==> src/hdl/sgr_pkg.sv <==
// ----------------------------------------------------------------------------
// sgr_pkg
// types and codes shared by the sgr attribute decoder and its checker
// ----------------------------------------------------------------------------
package sgr_pkg;

    localparam int unsigned PARAM_W = 16;
    localparam int unsigned COLOUR_W = 8;
    localparam int unsigned ATTR_W = 5;
    localparam int unsigned CFG_IDX_W = 2;
    localparam int unsigned CFG_DATA_W = 8;

    // configuration register indexes
    localparam logic [CFG_IDX_W-1:0] CFG_DEF_FG = 2'd0;
    localparam logic [CFG_IDX_W-1:0] CFG_DEF_BG = 2'd1;
    localparam logic [CFG_IDX_W-1:0] CFG_DEF_ATTR = 2'd2;

    // reset values of the configuration registers
    localparam logic [COLOUR_W-1:0] RST_DEF_FG = 8'd7;
    localparam logic [COLOUR_W-1:0] RST_DEF_BG = 8'd0;
    localparam logic [ATTR_W-1:0] RST_DEF_ATTR = 5'd0;

    // attribute bit positions
    localparam int unsigned ATTR_BOLD = 0;
    localparam int unsigned ATTR_ITALIC = 1;
    localparam int unsigned ATTR_UNDERLINE = 2;
    localparam int unsigned ATTR_BLINK = 3;
    localparam int unsigned ATTR_REVERSE = 4;

    // sgr codes with a fixed meaning
    localparam logic [PARAM_W-1:0] SGR_RESET = 16'd0;
    localparam logic [PARAM_W-1:0] SGR_BOLD = 16'd1;
    localparam logic [PARAM_W-1:0] SGR_ITALIC = 16'd3;
    localparam logic [PARAM_W-1:0] SGR_UNDERLINE = 16'd4;
    localparam logic [PARAM_W-1:0] SGR_BLINK_SLOW = 16'd5;
    localparam logic [PARAM_W-1:0] SGR_BLINK_FAST = 16'd6;
    localparam logic [PARAM_W-1:0] SGR_REVERSE = 16'd7;
    localparam logic [PARAM_W-1:0] SGR_NO_BOLD_A = 16'd21;
    localparam logic [PARAM_W-1:0] SGR_NO_BOLD_B = 16'd22;
    localparam logic [PARAM_W-1:0] SGR_NO_ITALIC = 16'd23;
    localparam logic [PARAM_W-1:0] SGR_NO_UNDERLINE = 16'd24;
    localparam logic [PARAM_W-1:0] SGR_NO_BLINK_A = 16'd25;
    localparam logic [PARAM_W-1:0] SGR_NO_BLINK_B = 16'd26;
    localparam logic [PARAM_W-1:0] SGR_NO_REVERSE = 16'd27;
    localparam logic [PARAM_W-1:0] SGR_FG_EXT = 16'd38;
    localparam logic [PARAM_W-1:0] SGR_FG_DEFAULT = 16'd39;
    localparam logic [PARAM_W-1:0] SGR_BG_EXT = 16'd48;
    localparam logic [PARAM_W-1:0] SGR_BG_DEFAULT = 16'd49;
    localparam logic [PARAM_W-1:0] SGR_EXT_PALETTE = 16'd5;

    // colour range bases
    localparam logic [PARAM_W-1:0] SGR_FG_BASE = 16'd30;
    localparam logic [PARAM_W-1:0] SGR_BG_BASE = 16'd40;
    localparam logic [PARAM_W-1:0] SGR_FG_BRIGHT = 16'd90;
    localparam logic [PARAM_W-1:0] SGR_BG_BRIGHT = 16'd100;
    localparam logic [PARAM_W-1:0] BRIGHT_OFFSET = 16'd8;
    localparam logic [7:0] DIRECT_FG_PAGE = 8'd1;  // 256..511
    localparam logic [7:0] DIRECT_BG_PAGE = 8'd2;  // 512..767

    typedef enum logic [2:0] {
        EXT_IDLE,
        EXT_FG_SEL,
        EXT_BG_SEL,
        EXT_FG_IDX,
        EXT_BG_IDX
    } t_ext_state;

    typedef struct packed {
        logic [PARAM_W-1:0] param_value;
        logic last_param;
    } t_sgr_in;

    typedef struct packed {
        logic [COLOUR_W-1:0] foreground;
        logic [COLOUR_W-1:0] background;
        logic [ATTR_W-1:0] attributes;
    } t_sgr_out;

endpackage

==> src/hdl/sgr_attribute_decoder.sv <==
// ----------------------------------------------------------------------------
// sgr_attribute_decoder
// ansi sgr parameter decoder keeping the current colours and attribute bits
// ----------------------------------------------------------------------------
// One sgr parameter enters per item, with a flag on the last parameter of a
// sequence, and every item returns the rendition that holds after it:
// foreground index, background index and five attribute bits (bold, italic,
// underline, blink, reverse). The block takes one item every clock cycle while
// its output register is not stalled, and shows its result in the cycle after
// acceptance; the rendition and the pending 38/48 extended-colour state sit in
// registers beside the output register, updated in the cycle the item is taken.
// The result sits in an output register, so a new item is taken whenever
// that register is empty or is being emptied in the same cycle; only a
// stalled, full output register stalls the input. Code 0 restores the
// default registers, 39 and 49 restore the default foreground and
// background, 38;5;n and 48;5;n select a palette index (n of 256 or more is
// swallowed). The last-parameter flag always drops any pending extended form,
// so nothing carries into the next sequence. The user must write defaults
// through the plain write port only while the block is idle (not enforced).
// ----------------------------------------------------------------------------
module sgr_attribute_decoder (
    input  logic                                i_clk,
    input  logic                                i_rst_n,
    // configuration write port
    input  logic                                i_cfg_we,
    input  logic [sgr_pkg::CFG_IDX_W-1:0]       i_cfg_index,
    input  logic [sgr_pkg::CFG_DATA_W-1:0]      i_cfg_data,
    // parameter items in
    input  logic                                i_in_valid,
    output logic                                o_in_stall,
    input  sgr_pkg::t_sgr_in                    i_in_data,
    // rendition items out
    output logic                                o_out_valid,
    input  logic                                i_out_stall,
    output sgr_pkg::t_sgr_out                   o_out_data
);

    // default registers
    logic [sgr_pkg::COLOUR_W-1:0] r_def_fg;
    logic [sgr_pkg::COLOUR_W-1:0] r_def_bg;
    logic [sgr_pkg::ATTR_W-1:0]   r_def_attr;

    // rendition state
    logic [sgr_pkg::COLOUR_W-1:0] r_fg, n_fg;
    logic [sgr_pkg::COLOUR_W-1:0] r_bg, n_bg;
    logic [sgr_pkg::ATTR_W-1:0]   r_attr, n_attr;
    sgr_pkg::t_ext_state          r_ext, n_ext;

    // output register
    logic                         r_out_valid;
    sgr_pkg::t_sgr_out            r_out_data;

    logic                         in_accept;
    logic                         decode_plain;
    logic [sgr_pkg::PARAM_W-1:0]  v;

    // full output register that is not drained blocks the input
    assign o_in_stall = r_out_valid && i_out_stall;
    assign in_accept  = i_in_valid && !o_in_stall;
    assign v          = i_in_data.param_value;

    // configuration writes; indexes past the list are dropped
    always_ff @(posedge i_clk) begin
        if (!i_rst_n) begin
            r_def_fg   <= sgr_pkg::RST_DEF_FG;
            r_def_bg   <= sgr_pkg::RST_DEF_BG;
            r_def_attr <= sgr_pkg::RST_DEF_ATTR;
        end else if (i_cfg_we) begin
            case (i_cfg_index)
                sgr_pkg::CFG_DEF_FG: begin
                    r_def_fg <= i_cfg_data;
                end
                sgr_pkg::CFG_DEF_BG: begin
                    r_def_bg <= i_cfg_data;
                end
                sgr_pkg::CFG_DEF_ATTR: begin
                    r_def_attr <= i_cfg_data[sgr_pkg::ATTR_W-1:0];
                end
                default: begin
                end
            endcase
        end
    end

    // next rendition for the item at the input
    always_comb begin
        n_fg   = r_fg;
        n_bg   = r_bg;
        n_attr = r_attr;
        n_ext  = sgr_pkg::EXT_IDLE;
        decode_plain = 1'b0;

        case (r_ext)
            sgr_pkg::EXT_FG_SEL, sgr_pkg::EXT_BG_SEL: begin
                // 38;5 / 48;5 moves on to the index, anything else is a code
                if (v == sgr_pkg::SGR_EXT_PALETTE && !i_in_data.last_param) begin
                    n_ext = (r_ext == sgr_pkg::EXT_FG_SEL) ? sgr_pkg::EXT_FG_IDX
                                                           : sgr_pkg::EXT_BG_IDX;
                end else begin
                    decode_plain = 1'b1;
                end
            end
            sgr_pkg::EXT_FG_IDX: begin
                if (v[15:8] == 8'd0) begin
                    n_fg = v[7:0];
                end
            end
            sgr_pkg::EXT_BG_IDX: begin
                if (v[15:8] == 8'd0) begin
                    n_bg = v[7:0];
                end
            end
            default: begin
                decode_plain = 1'b1;
            end
        endcase

        if (decode_plain) begin
            case (v)
                sgr_pkg::SGR_RESET: begin
                    n_fg   = r_def_fg;
                    n_bg   = r_def_bg;
                    n_attr = r_def_attr;
                end
                sgr_pkg::SGR_BOLD:         n_attr[sgr_pkg::ATTR_BOLD] = 1'b1;
                sgr_pkg::SGR_ITALIC:       n_attr[sgr_pkg::ATTR_ITALIC] = 1'b1;
                sgr_pkg::SGR_UNDERLINE:    n_attr[sgr_pkg::ATTR_UNDERLINE] = 1'b1;
                sgr_pkg::SGR_BLINK_SLOW,
                sgr_pkg::SGR_BLINK_FAST:   n_attr[sgr_pkg::ATTR_BLINK] = 1'b1;
                sgr_pkg::SGR_REVERSE:      n_attr[sgr_pkg::ATTR_REVERSE] = 1'b1;
                sgr_pkg::SGR_NO_BOLD_A,
                sgr_pkg::SGR_NO_BOLD_B:    n_attr[sgr_pkg::ATTR_BOLD] = 1'b0;
                sgr_pkg::SGR_NO_ITALIC:    n_attr[sgr_pkg::ATTR_ITALIC] = 1'b0;
                sgr_pkg::SGR_NO_UNDERLINE: n_attr[sgr_pkg::ATTR_UNDERLINE] = 1'b0;
                sgr_pkg::SGR_NO_BLINK_A,
                sgr_pkg::SGR_NO_BLINK_B:   n_attr[sgr_pkg::ATTR_BLINK] = 1'b0;
                sgr_pkg::SGR_NO_REVERSE:   n_attr[sgr_pkg::ATTR_REVERSE] = 1'b0;
                sgr_pkg::SGR_FG_EXT:       n_ext = sgr_pkg::EXT_FG_SEL;
                sgr_pkg::SGR_FG_DEFAULT:   n_fg = r_def_fg;
                sgr_pkg::SGR_BG_EXT:       n_ext = sgr_pkg::EXT_BG_SEL;
                sgr_pkg::SGR_BG_DEFAULT:   n_bg = r_def_bg;
                default: begin
                    // colour ranges; everything else leaves the state alone
                    if (v >= sgr_pkg::SGR_FG_BASE
                            && v < sgr_pkg::SGR_FG_BASE + sgr_pkg::BRIGHT_OFFSET) begin
                        n_fg = 8'(v - sgr_pkg::SGR_FG_BASE);
                    end else if (v >= sgr_pkg::SGR_BG_BASE
                            && v < sgr_pkg::SGR_BG_BASE + sgr_pkg::BRIGHT_OFFSET) begin
                        n_bg = 8'(v - sgr_pkg::SGR_BG_BASE);
                    end else if (v >= sgr_pkg::SGR_FG_BRIGHT
                            && v < sgr_pkg::SGR_FG_BRIGHT + sgr_pkg::BRIGHT_OFFSET) begin
                        n_fg = 8'(v - sgr_pkg::SGR_FG_BRIGHT + sgr_pkg::BRIGHT_OFFSET);
                    end else if (v >= sgr_pkg::SGR_BG_BRIGHT
                            && v < sgr_pkg::SGR_BG_BRIGHT + sgr_pkg::BRIGHT_OFFSET) begin
                        n_bg = 8'(v - sgr_pkg::SGR_BG_BRIGHT + sgr_pkg::BRIGHT_OFFSET);
                    end else if (v[15:8] == sgr_pkg::DIRECT_FG_PAGE) begin
                        n_fg = v[7:0];
                    end else if (v[15:8] == sgr_pkg::DIRECT_BG_PAGE) begin
                        n_bg = v[7:0];
                    end
                end
            endcase
        end

        // end of sequence drops any pending extended form
        if (i_in_data.last_param) begin
            n_ext = sgr_pkg::EXT_IDLE;
        end
    end

    // rendition state, updated on each accepted item
    always_ff @(posedge i_clk) begin
        if (!i_rst_n) begin
            r_fg   <= sgr_pkg::RST_DEF_FG;
            r_bg   <= sgr_pkg::RST_DEF_BG;
            r_attr <= sgr_pkg::RST_DEF_ATTR;
            r_ext  <= sgr_pkg::EXT_IDLE;
        end else if (in_accept) begin
            r_fg   <= n_fg;
            r_bg   <= n_bg;
            r_attr <= n_attr;
            r_ext  <= n_ext;
        end
    end

    // output register: loaded on accept, cleared once taken
    always_ff @(posedge i_clk) begin
        if (!i_rst_n) begin
            r_out_valid <= 1'b0;
        end else if (in_accept) begin
            r_out_valid <= 1'b1;
        end else if (!i_out_stall) begin
            r_out_valid <= 1'b0;
        end
    end

    always_ff @(posedge i_clk) begin
        if (in_accept) begin
            r_out_data.foreground <= n_fg;
            r_out_data.background <= n_bg;
            r_out_data.attributes <= n_attr;
        end
    end

    assign o_out_valid = r_out_valid;
    assign o_out_data  = r_out_data;

endmodule

==> config.mk <==
export PLATFORM = sky130hd
export DESIGN_NAME = sgr_attribute_decoder
export DESIGN_NICKNAME = d
export VERILOG_FILES = /design/src/hdl/sgr_pkg.sv /design/src/hdl/sgr_attribute_decoder.sv
export SDC_FILE = /design/constraint.sdc
export NUM_CORES = 1
export LEC_CHECK = 0
export ABC_AREA = 1
export BUFFER_PORTS_ARGS = -buffer_cell sky130_fd_sc_hd__clkbuf_2
export CELL_PAD_IN_SITES_DETAIL_PLACEMENT = 1
export CELL_PAD_IN_SITES_GLOBAL_PLACEMENT = 2
export CORE_UTILIZATION = 33
export CTS_CLUSTER_SIZE = 12
export DETAILED_ROUTE_END_ITERATION = 7
export MAX_ROUTING_LAYER = met4
export PLACE_DENSITY_LB_ADDON = 0.1
export SYNTH_ARGS = -nofsm -noshare
export SYNTH_HDL_FRONTEND = slang
export SYNTH_SLANG_ARGS = --single-unit
==> constraint.sdc <==
create_clock -name i_clk -period 2.54 [get_ports i_clk]
set_input_delay 0 -clock i_clk [delete_from_list [all_inputs] [get_ports i_clk]]
set_output_delay 0 -clock i_clk [all_outputs]
set_load 0.02 [all_outputs]
==> results.json, run 1 <==
{
  "leakage_nw": 2.963,
  "grt-ovfl-total": 0,
  "fmax_mhz": 459.5,
  "drc": 0,
  "postSynthCellCount": 778,
  "syn2layout_area_growth_pct": 17.26,
  "r2r_slack_ps": 360,
  "worst-path-max-fanout": 9,
  "chipWidth_um": 125.8,
  "postCtsSetupRepairBufs": 0,
  "rr_worst_depth": 11,
  "wirelength_um": 19100,
  "final_cell_mix": "185 x nand2_1, 96 x inv_1, 91 x nor2_1",
  "status": "finished clean",
  "startpoint_type": "register",
  "crit_type": "reg -> reg",
  "grt_pass1_vias": 5696,
  "hp-start": "i_cfg_data[4]",
  "cts-buffers-inserted": 9,
  "ys_types": 42,
  "dr_total_vias": 5390,
  "num_io_pins": 55,
  "clockRootBuffer": "clkbuf_16",
  "critPathArrivalTime_ps": 2410,
  "clock_tree.buffer_depth": 2,
  "htreeDepth": 3,
  "fin_nets": 891,
  "grt_pass1_wl_um": 31140,
  "reg2reg_to": "r_bg[5]",
  "cts_tree": "yes",
  "maxSlewViolCount": 0,
  "place.gp.congestion": 0.9486,
  "cap_violations": 0,
  "ys_seq_area_frac": 0.3066,
  "final_common_cell": "nand2_1",
  "finClkSkew_ps": 5.170,
  "ys_ff_latch": 67,
  "synth-warning-count": 0,
  "cts_sinks": 67,
  "die_h_um": 125.8,
  "row_count": 44,
  "finalCritPeriodShare": 0.8567,
  "hp-class": "in -> reg",
  "maxSlewHeadroom": 0.4677,
  "drtPass1Iterations": 5,
  "worstSetupEndpointType": "register",
  "grt_setup_unrepaired": "false",
  "worstMarginPinSlew_ps": 797.6,
  "synth_ff_type": "dfxtp_1",
  "coreArea_um2": 14750,
  "clk-insertion-delay-late_ps": 330,
  "syn-cell-area_um2": 5061,
  "cp.required_ps": 2770,
  "powerDensity_nw_per_um2": 486.5,
  "grt_util_all_layers": 0.2621,
  "synth_edf_count": 21,
  "io_buffers": 54,
  "hold_viol": 0,
  "grt_max_degree": 48,
  "avgSynthCellArea_um2": 6.505,
  "reg2reg_from": "r_ext[1]",
  "cts.clk_slew.worst_paths_ps": 50,
  "async_flop_share": 0,
  "dpl.hpwl_um": 15210,
  "whs_endpoint": "r_def_bg[4]",
  "first_iter_violations": 205,
  "dieArea_um2": 15840,
  "wl_per_cell_um": 18.47,
  "crit_start": "r_ext[1]",
  "hold_depth": 3,
  "synthesis.nets": 824,
  "initial_core_util": 0.3430,
  "drive_gt1_frac": 0.1671,
  "fin_crit_ps": 2176,
  "power.total_mw": 2.887,
  "tns_ps": 0,
  "antenna_found_initial": 0,
  "setup_viol": 0,
  "via_per_inst": 5.213,
  "n_antenna_cell": 0,
  "vdd_drop_max_uv": 296.4,
  "ant_nets": 0
}
[cell families after synthesis]
| logic type | count (synthesis) | share of synthesized area |
|---|---|---|
| simple gates | 418 | 0.3805 |
| flops | 67 | 0.3065 |
| buf+inv | 138 | 0.1167 |
| fa+ha+maj | 14 | 0.03461 |
| xor+xnor | 6 | 0.01038 |
| compound gates | 135 | 0.1513 |
[timing repair]
action / in CTS / in global routing
endpoints found under the hold margin: 12 / 0
hold buffers: 9 / 0
gates resized for setup: 0 / 0
[where the power goes]
| group | switching, mW | internal (mW) |
|---|---|---|
| Clock | 0.459 | 0.741 |
| Sequential | 0.0278 | 1.18 |
| Combinational | 0.330 | 0.150 |
[through the flow]
stage               hold slack, ps  utilization  worst slack, ps  area (µm²)  std cells
global placement             254.6       0.3764            95.67        5554       1009
detailed placement           267.2       0.3764            11.05        5554       1009
finish                       17.16       0.4022            363.9        5934       1034
floorplan                    126.3            -            500.8        5061        778
global route                 38.55       0.4022            74.87        5934       1034
CTS                          13.61       0.4022            343.7        5934       1034
[synth_stat cells (3+ instances only)]
library cell  instances  area (µm²)
buf_2                 3       15.01
buf_4                10       75.07
dfxtp_1              46       920.9
nand2_1             185       694.4
o21ai_1              12       60.06
nand4_1              20       125.1
o211ai_1              6       45.04
o21ai_0              48       240.2
clkbuf_1              8       30.03
nor3_1               10       50.05
ha_1                 14       175.2
a21oi_1              42       210.2
a21oi_2               3       26.28
nand2_2               8       50.05
nor2_2                8       50.05
clkinv_1              4       15.01
nor2_4                8       90.09
nor2_1               92       345.3
buf_6                 4       45.04
o22ai_1              11       68.82
edfxtp_1             21       630.6
inv_2                12       45.04
nand3_1              75       375.4
xor2_1                4       35.03
inv_1                96       360.4
nand3_2               4       40.04
[per-layer routing]
metal,vias up,wire (µm),global-route usage
met4,0,360,0.06095
met1,2588,8865,0.3315
met3,23,634,0.03993
met2,102,9239,0.4395
met5,-,0,-
li1,2677,-,-
[cell type report]
type / instances / area, µm²
multi-input combinational: 573 / 2927
sequential: 67 / 1551
timing repair buffer: 82 / 515.5
clock inverter: 4 / 22.52
fill: 1956 / 8820
inverter: 112 / 420.4
tap: 184 / 230.2
clock buffer: 12 / 267.8
[worst max path at each step]
stage                     endpoint  slack (ps)  cells after the start
CTS                        r_bg[5]         340                     11
floorplan            o_out_data[0]         500                      4
global route               r_bg[5]          70                     18
global placement    o_out_data[10]         100                     16
finish                     r_bg[5]         360                     11
detailed placement  o_out_data[10]          10                     16
[worst max-delay path, cell delays in order, from the launching register on]
cell and delay, ps:
dfxtp_1 350, nand2_1 100, nor2_1 100, inv_1 280, nand2_1 140, a21oi_4 310, nand4_1 140, buf_4 180
a22oi_1 220, nand3_1 120, nand2_1 90, inv_1 40
[state kept, by name, summed over array words and instances, names as in the netlist]
| signal | count |
|---|---|
| o_out_data | 21 |
| o_out_valid | 1 |
| r_attr | 5 |
| r_bg | 8 |
| r_def_attr | 5 |
| r_def_bg | 8 |
| r_def_fg | 8 |
| r_ext | 3 |
| r_fg | 8 |
(Power assumes the default switching activity.)
==> run 2, diff against run 1 <==
Settings changed: ABC_AREA 1 to 0, CORE_UTILIZATION 33 to 35.
==> results.json, run 2 <==
{
  "wl_per_cell_um": 20.74,
  "cts-buffers-inserted": 9,
  "vdd_drop_max_uv": 710.4,
  "dieArea_um2": 12900,
  "ant_nets": 0,
  "place.gp.congestion": 0.8713,
  "row_count": 40,
  "hold_viol": 0,
  "intPower_mw": 2.243,
  "dr_total_vias": 4383,
  "ys_seq_area_frac": 0.3560,
  "power_switching_mw": 0.7742,
  "n_fill_cell": 1406,
  "synth_top_area_cell": "dfxtp_1",
  "comb_power_share": 0.149,
  "fin_util": 0.4694,
  "synth_edf_count": 21,
  "fin_crit_ps": 2330,
  "n_antenna_cell": 0,
  "largest_reg_flops": 21,
  "wirelength_um": 16300,
  "tns_ps": 0,
  "drive_gt1_frac": 0.2460,
  "grt_max_degree": 33,
  "use_met1": 0.3398,
  "finClkSkew_ps": 4.986,
  "yosysMostFrequentCell": "nand2_1",
  "antenna_found_initial": 0,
  "hp-start": "i_out_stall",
  "leakage_nw": 2.407,
  "synth_top_area_share": 0.2113,
  "postCtsSetupRepairBufs": 0,
  "clock_tree.buffer_depth": 2,
  "startpoint_type": "register",
  "grt_pass1_vias": 4750,
  "cap_violations": 0,
  "maxSlewHeadroom": 0.5535,
  "htreeDepth": 3,
  "crit_start": "r_ext[0]",
  "worstMarginPinSlew_ps": 669.0,
  "synth-warning-count": 0,
  "initial_core_util": 0.3613,
  "postSynthCellCount": 506,
  "cp.required_ps": 2630,
  "cts_tree": "yes",
  "finalCritPeriodShare": 0.9172,
  "async_flop_share": 0,
  "via_per_inst": 5.576,
  "swShare": 0.2566,
  "grt_util_met2": 0.4756,
  "final_cell_mix": "64 x buf_4, 54 x clkbuf_2, 49 x nand2_1",
  "ys_types": 77,
  "syn-cell-area_um2": 4358,
  "clk-insertion-delay-late_ps": 340,
  "fmax_mhz": 429.3,
  "synthesis.nets": 552,
  "drtPass1Iterations": 4,
  "dpl.hpwl_um": 12720,
  "cts.clk_slew.worst_paths_ps": 60,
  "setup_viol": 0,
  "worst-path-max-fanout": 8,
  "io_buffers": 54,
  "synth_ff_type": "dfxtp_1",
  "busiest_layer": "met2",
  "drc": 0,
  "die_h_um": 113.6,
  "avgSynthCellArea_um2": 8.613,
  "grt-ovfl-total": 0,
  "cts_sinks": 67,
  "critPathArrivalTime_ps": 2420,
  "hp-class": "in -> reg",
  "seqPwrFrac": 0.396,
  "chipWidth_um": 113.6,
  "ys_ff_latch": 67,
  "crit_type": "reg -> reg",
  "worstSetupEndpointType": "register",
  "clockRootBuffer": "clkbuf_16",
  "num_io_pins": 55,
  "reg2reg_from": "r_ext[0]",
  "syn2layout_area_growth_pct": 29.92,
  "status": "finished clean",
  "grt_util_all_layers": 0.2838,
  "grt_pass1_wl_um": 26510,
  "ys_top_cells_by_area": "dfxtp_1 21%, edfxtp_1 14%, mux2i_1 6.7%",
  "synthTopCellsByCount": "49 x nand2_1, 46 x dfxtp_1, 41 x nor2_1, 32 x a21oi_1, 30 x o21ai_0",
  "powerDensity_nw_per_um2": 533.0,
  "grt_setup_unrepaired": "false",
  "clockPowerShare": 0.456,
  "grt_use_met3": 0.05579,
  "first_iter_violations": 215,
  "fin_nets": 659,
  "final_common_cell": "buf_4",
  "coreArea_um2": 12060,
  "maxSlewViolCount": 0
}
run 2: changes by cell type in the layout (fill, tap and decap cells not counted), sizes merged, moves of 29 or more:
cell	previous run	this run
buf	19	67
inv	108	14
mux2i	0	29
nand2	195	49
nand3	81	6
nor2	109	41
o21ai	62	32
run 2: per-layer routing:
metal	share of wire	routed length [µm]	vias to the layer above
met5	0	0	-
met4	0.027	445	0
met3	0.035	566	30
met2	0.49	8040	77
met1	0.44	7252	2169
li1	-	-	2107
run 2: worst paths after layout:
check	end	slack, ps	depth (start not counted)
setup / recovery	o_out_data[11]	210	7
hold / removal	o_out_valid	10	4
setup reg to reg	o_out_data[11]	210	7
hold reg to reg	r_def_fg[1]	500	2
run 2: critical path, stage by stage (launching register included):
cell and delay (ps):
dfxtp_1 350, nor2_1 370, nor4b_1 130, a21boi_2 290
and2_1 380, o21a_1 210, o21ai_0 110, or2_1 240
run 2: power groups by stage:
stage / Sequential [mW] / Clock (mW) / Combinational (mW)
2_1_floorplan: 1.24 / 0 / 0.217
3_3_place_gp: 1.22 / 0 / 0.427
3_5_place_dp: 1.22 / 0 / 0.436
4_1_cts: 1.20 / 1.40 / 0.449
5_1_grt: 1.20 / 1.45 / 0.495
6_report: 1.19 / 1.37 / 0.448
run 2: layout make-up:
cell class / count / area, µm² / area share
Multi-Input combinational cell: 393 / 2621 / 0.4630
Sequential cell: 67 / 1551 / 0.2740
Timing Repair Buffer: 128 / 880.8 / 0.1556
Clock buffer: 14 / 327.8 / 0.05790
Tap cell: 168 / 210.2 / 0.03713
Inverter: 14 / 52.55 / 0.009282
Clock inverter: 2 / 17.52 / 0.003094
run 2: metrics by stage:
step | instance area (µm²) | cells | total power [mW] | hold WS [ps] | setup WS, ps
after floorplan | 4358 | 506 | 1.454 | 124.1 | 8.700
after global placement | 5243 | 763 | 1.643 | 239.9 | -37.63
after detailed placement | 5243 | 763 | 1.654 | 247.1 | -123.4
after CTS | 5658 | 786 | 3.046 | 9.851 | 112.2
after global routing | 5662 | 786 | 3.141 | 16.77 | 3.635
final | 5662 | 786 | 3.018 | 13.65 | 210.4
run 2: timing repair:
action                                  4_1_cts  5_1_grt
hold buffers                                  7        0
resized for setup                             0        1
endpoints found under the setup margin        0        3
endpoints found under the hold margin        10        0
run 2: kinds of logic (layout without fill, tap and decap cells):
| kind of cell | after synthesis | count (layout) | synth area share |
|---|---|---|---|
| DFF | 67 | 67 | 0.3560 |
| and+or+nand+nor | 200 | 200 | 0.2498 |
| AOI/OAI and AO/OA | 149 | 149 | 0.2420 |
| muxes | 29 | 29 | 0.06661 |
| xor gates and xnor gates | 1 | 1 | 0.002010 |
| adders and majority gates | 14 | 14 | 0.04020 |
| buffers and inverters | 46 | 158 | 0.04335 |
==> run 3, diff against run 2 <==
Settings changed: CORE_UTILIZATION 35 to 39, CTS_BUF_LIST from default to sky130_fd_sc_hd__clkbuf_2 sky130_fd_sc_hd__clkbuf_4 sky130_fd_sc_hd__clkbuf_8.
Clock period 2.54 ns to 2.83 ns, I/O delays scaled along.
==> results.json, run 3 (same netlist as run 2, synthesis figures left out) <==
{
  "syn2layout_area_growth_pct": 23.26,
  "comb_power_share": 0.158,
  "clockPowerShare": 0.408,
  "postCtsSetupRepairBufs": 0,
  "hp-class": "in -> reg",
  "io_buffers": 54,
  "coreArea_um2": 10840,
  "cts_sinks": 67,
  "grt_pass1_vias": 4535,
  "grt_util_met2": 0.5000,
  "initial_core_util": 0.4020,
  "r2r_slack_ps": 450,
  "worstSetupEndpointType": "register",
  "grt_use_met3": 0.04843,
  "final_cell_mix": "54 x clkbuf_2, 49 x nand2_1, 46 x dfxtp_1, 46 x buf_4, 41 x nor2_1",
  "leakage_nw": 2.261,
  "crit_type": "reg -> reg",
  "maxSlewViolCount": 0,
  "dr_total_vias": 4351,
  "wirelength_um": 16090,
  "dpl.hpwl_um": 12340,
  "grt_pass1_wl_um": 25470,
  "place.gp.congestion": 0.9033,
  "critPathArrivalTime_ps": 2500,
  "use_met1": 0.3785,
  "fin_nets": 641,
  "setup_viol": 0,
  "powerDensity_nw_per_um2": 458.7,
  "startpoint_type": "register",
  "finalCritPeriodShare": 0.8402,
  "fin_crit_ps": 2378,
  "clockRootBuffer": "clkbuf_8",
  "vdd_drop_max_uv": 364.0,
  "busiest_layer": "met2",
  "swShare": 0.2681,
  "clock_tree.buffer_depth": 2,
  "htreeDepth": 3,
  "hold_viol": 0,
  "die_h_um": 107.7,
  "via_per_inst": 5.880,
  "maxSlewHeadroom": 0.6275,
  "fmax_mhz": 420.5,
  "dieArea_um2": 11600,
  "cap_violations": 0,
  "final_common_cell": "clkbuf_2",
  "n_antenna_cell": 0,
  "grt_max_degree": 38,
  "clk-insertion-delay-late_ps": 360,
  "worst-path-max-fanout": 6,
  "n_fill_cell": 1308,
  "grt_setup_unrepaired": "false",
  "drc": 0,
  "seqPwrFrac": 0.434,
  "finClkSkew_ps": 9.529,
  "wl_per_cell_um": 21.74,
  "status": "finished clean",
  "pre_cts_ws_ps": 121.0,
  "row_count": 38,
  "power_switching_mw": 0.6605,
  "drtPass1Iterations": 4,
  "drive_gt1_frac": 0.2183,
  "grt-ovfl-total": 0,
  "grt_util_all_layers": 0.3042,
  "intPower_mw": 1.803,
  "first_iter_violations": 250,
  "ant_nets": 0,
  "worstMarginPinSlew_ps": 544.6,
  "setup_ws_ps": 452.1,
  "dp.cells": 715,
  "finalNonFillerCells": 740,
  "cts.clk_slew.worst_paths_ps": 80,
  "antenna_found_initial": 0,
  "cp.required_ps": 2950,
  "chipWidth_um": 107.7,
  "cts_tree": "yes",
  "num_io_pins": 55,
  "tns_ps": 0,
  "largest_reg_flops": 21,
  "cts-buffers-inserted": 9
}
==> run 3: path summary, 6_finish.rpt <==
path	startpoint	endpoint	cells after the start
worst max-delay path	r_ext[2]	o_out_data[11]	8
worst min-delay path	i_in_data[0]	r_ext[2]	4
worst max register to register	r_ext[2]	o_out_data[11]	8
worst min register to register	r_def_fg[1]	r_def_fg[1]	2
==> run 3: power groups by stage <==
stage	Combinational [mW]	Sequential [mW]	Clock [mW]
finish	0.389	1.07	1.01
global route	0.426	1.07	1.06
CTS	0.388	1.07	1.03
detailed placement	0.377	1.09	0
global placement	0.365	1.09	0
floorplan	0.195	1.11	0
==> run 3: cell type report <==
type | instances | area [µm²] | area share
Sequential cell | 67 | 1551 | 0.2888
Inverter | 14 | 52.55 | 0.009783
Clock inverter | 6 | 111.4 | 0.02073
Multi-Input combinational cell | 393 | 2618 | 0.4873
Timing Repair Buffer | 110 | 725.7 | 0.1351
Tap cell | 140 | 175.2 | 0.03261
Clock buffer | 10 | 137.6 | 0.02562
==> run 3: repair_timing <==
item | in CTS | in global routing
gates resized for setup | 0 | 0
endpoints found under the setup margin | 0 | 0
endpoints found under the hold margin | 14 | 0
hold buffers | 9 | 0
==> run 3: worst max-delay path, stage by stage (launching register included) <==
cell and delay (ps):
dfxtp_1 350, and3b_1 260, a21oi_1 280, o41ai_2 120
buf_4 190, a2111oi_2 380, o21a_1 180, o21ai_0 130
or2_1 240
==> run 3: stage by stage <==
stage	area [µm²]	utilization	power [mW]	hold slack, ps
final	5371	0.4955	2.464	29.67
after global routing	5371	0.4955	2.561	45.80
after CTS	5371	0.4955	2.485	10.99
after detailed placement	5032	0.4642	1.468	243.1
after global placement	5032	0.4642	1.456	238.6
after floorplan	4358	-	1.305	124.1
==> run 3: layer usage <==
metal  up-vias  wire length, µm  part of all wire
li1       2064                -                 -
met1      2164             7016              0.44
met2        96             8024              0.50
met3        27              802             0.050
met4         0              247             0.015
met5         -                0                 0
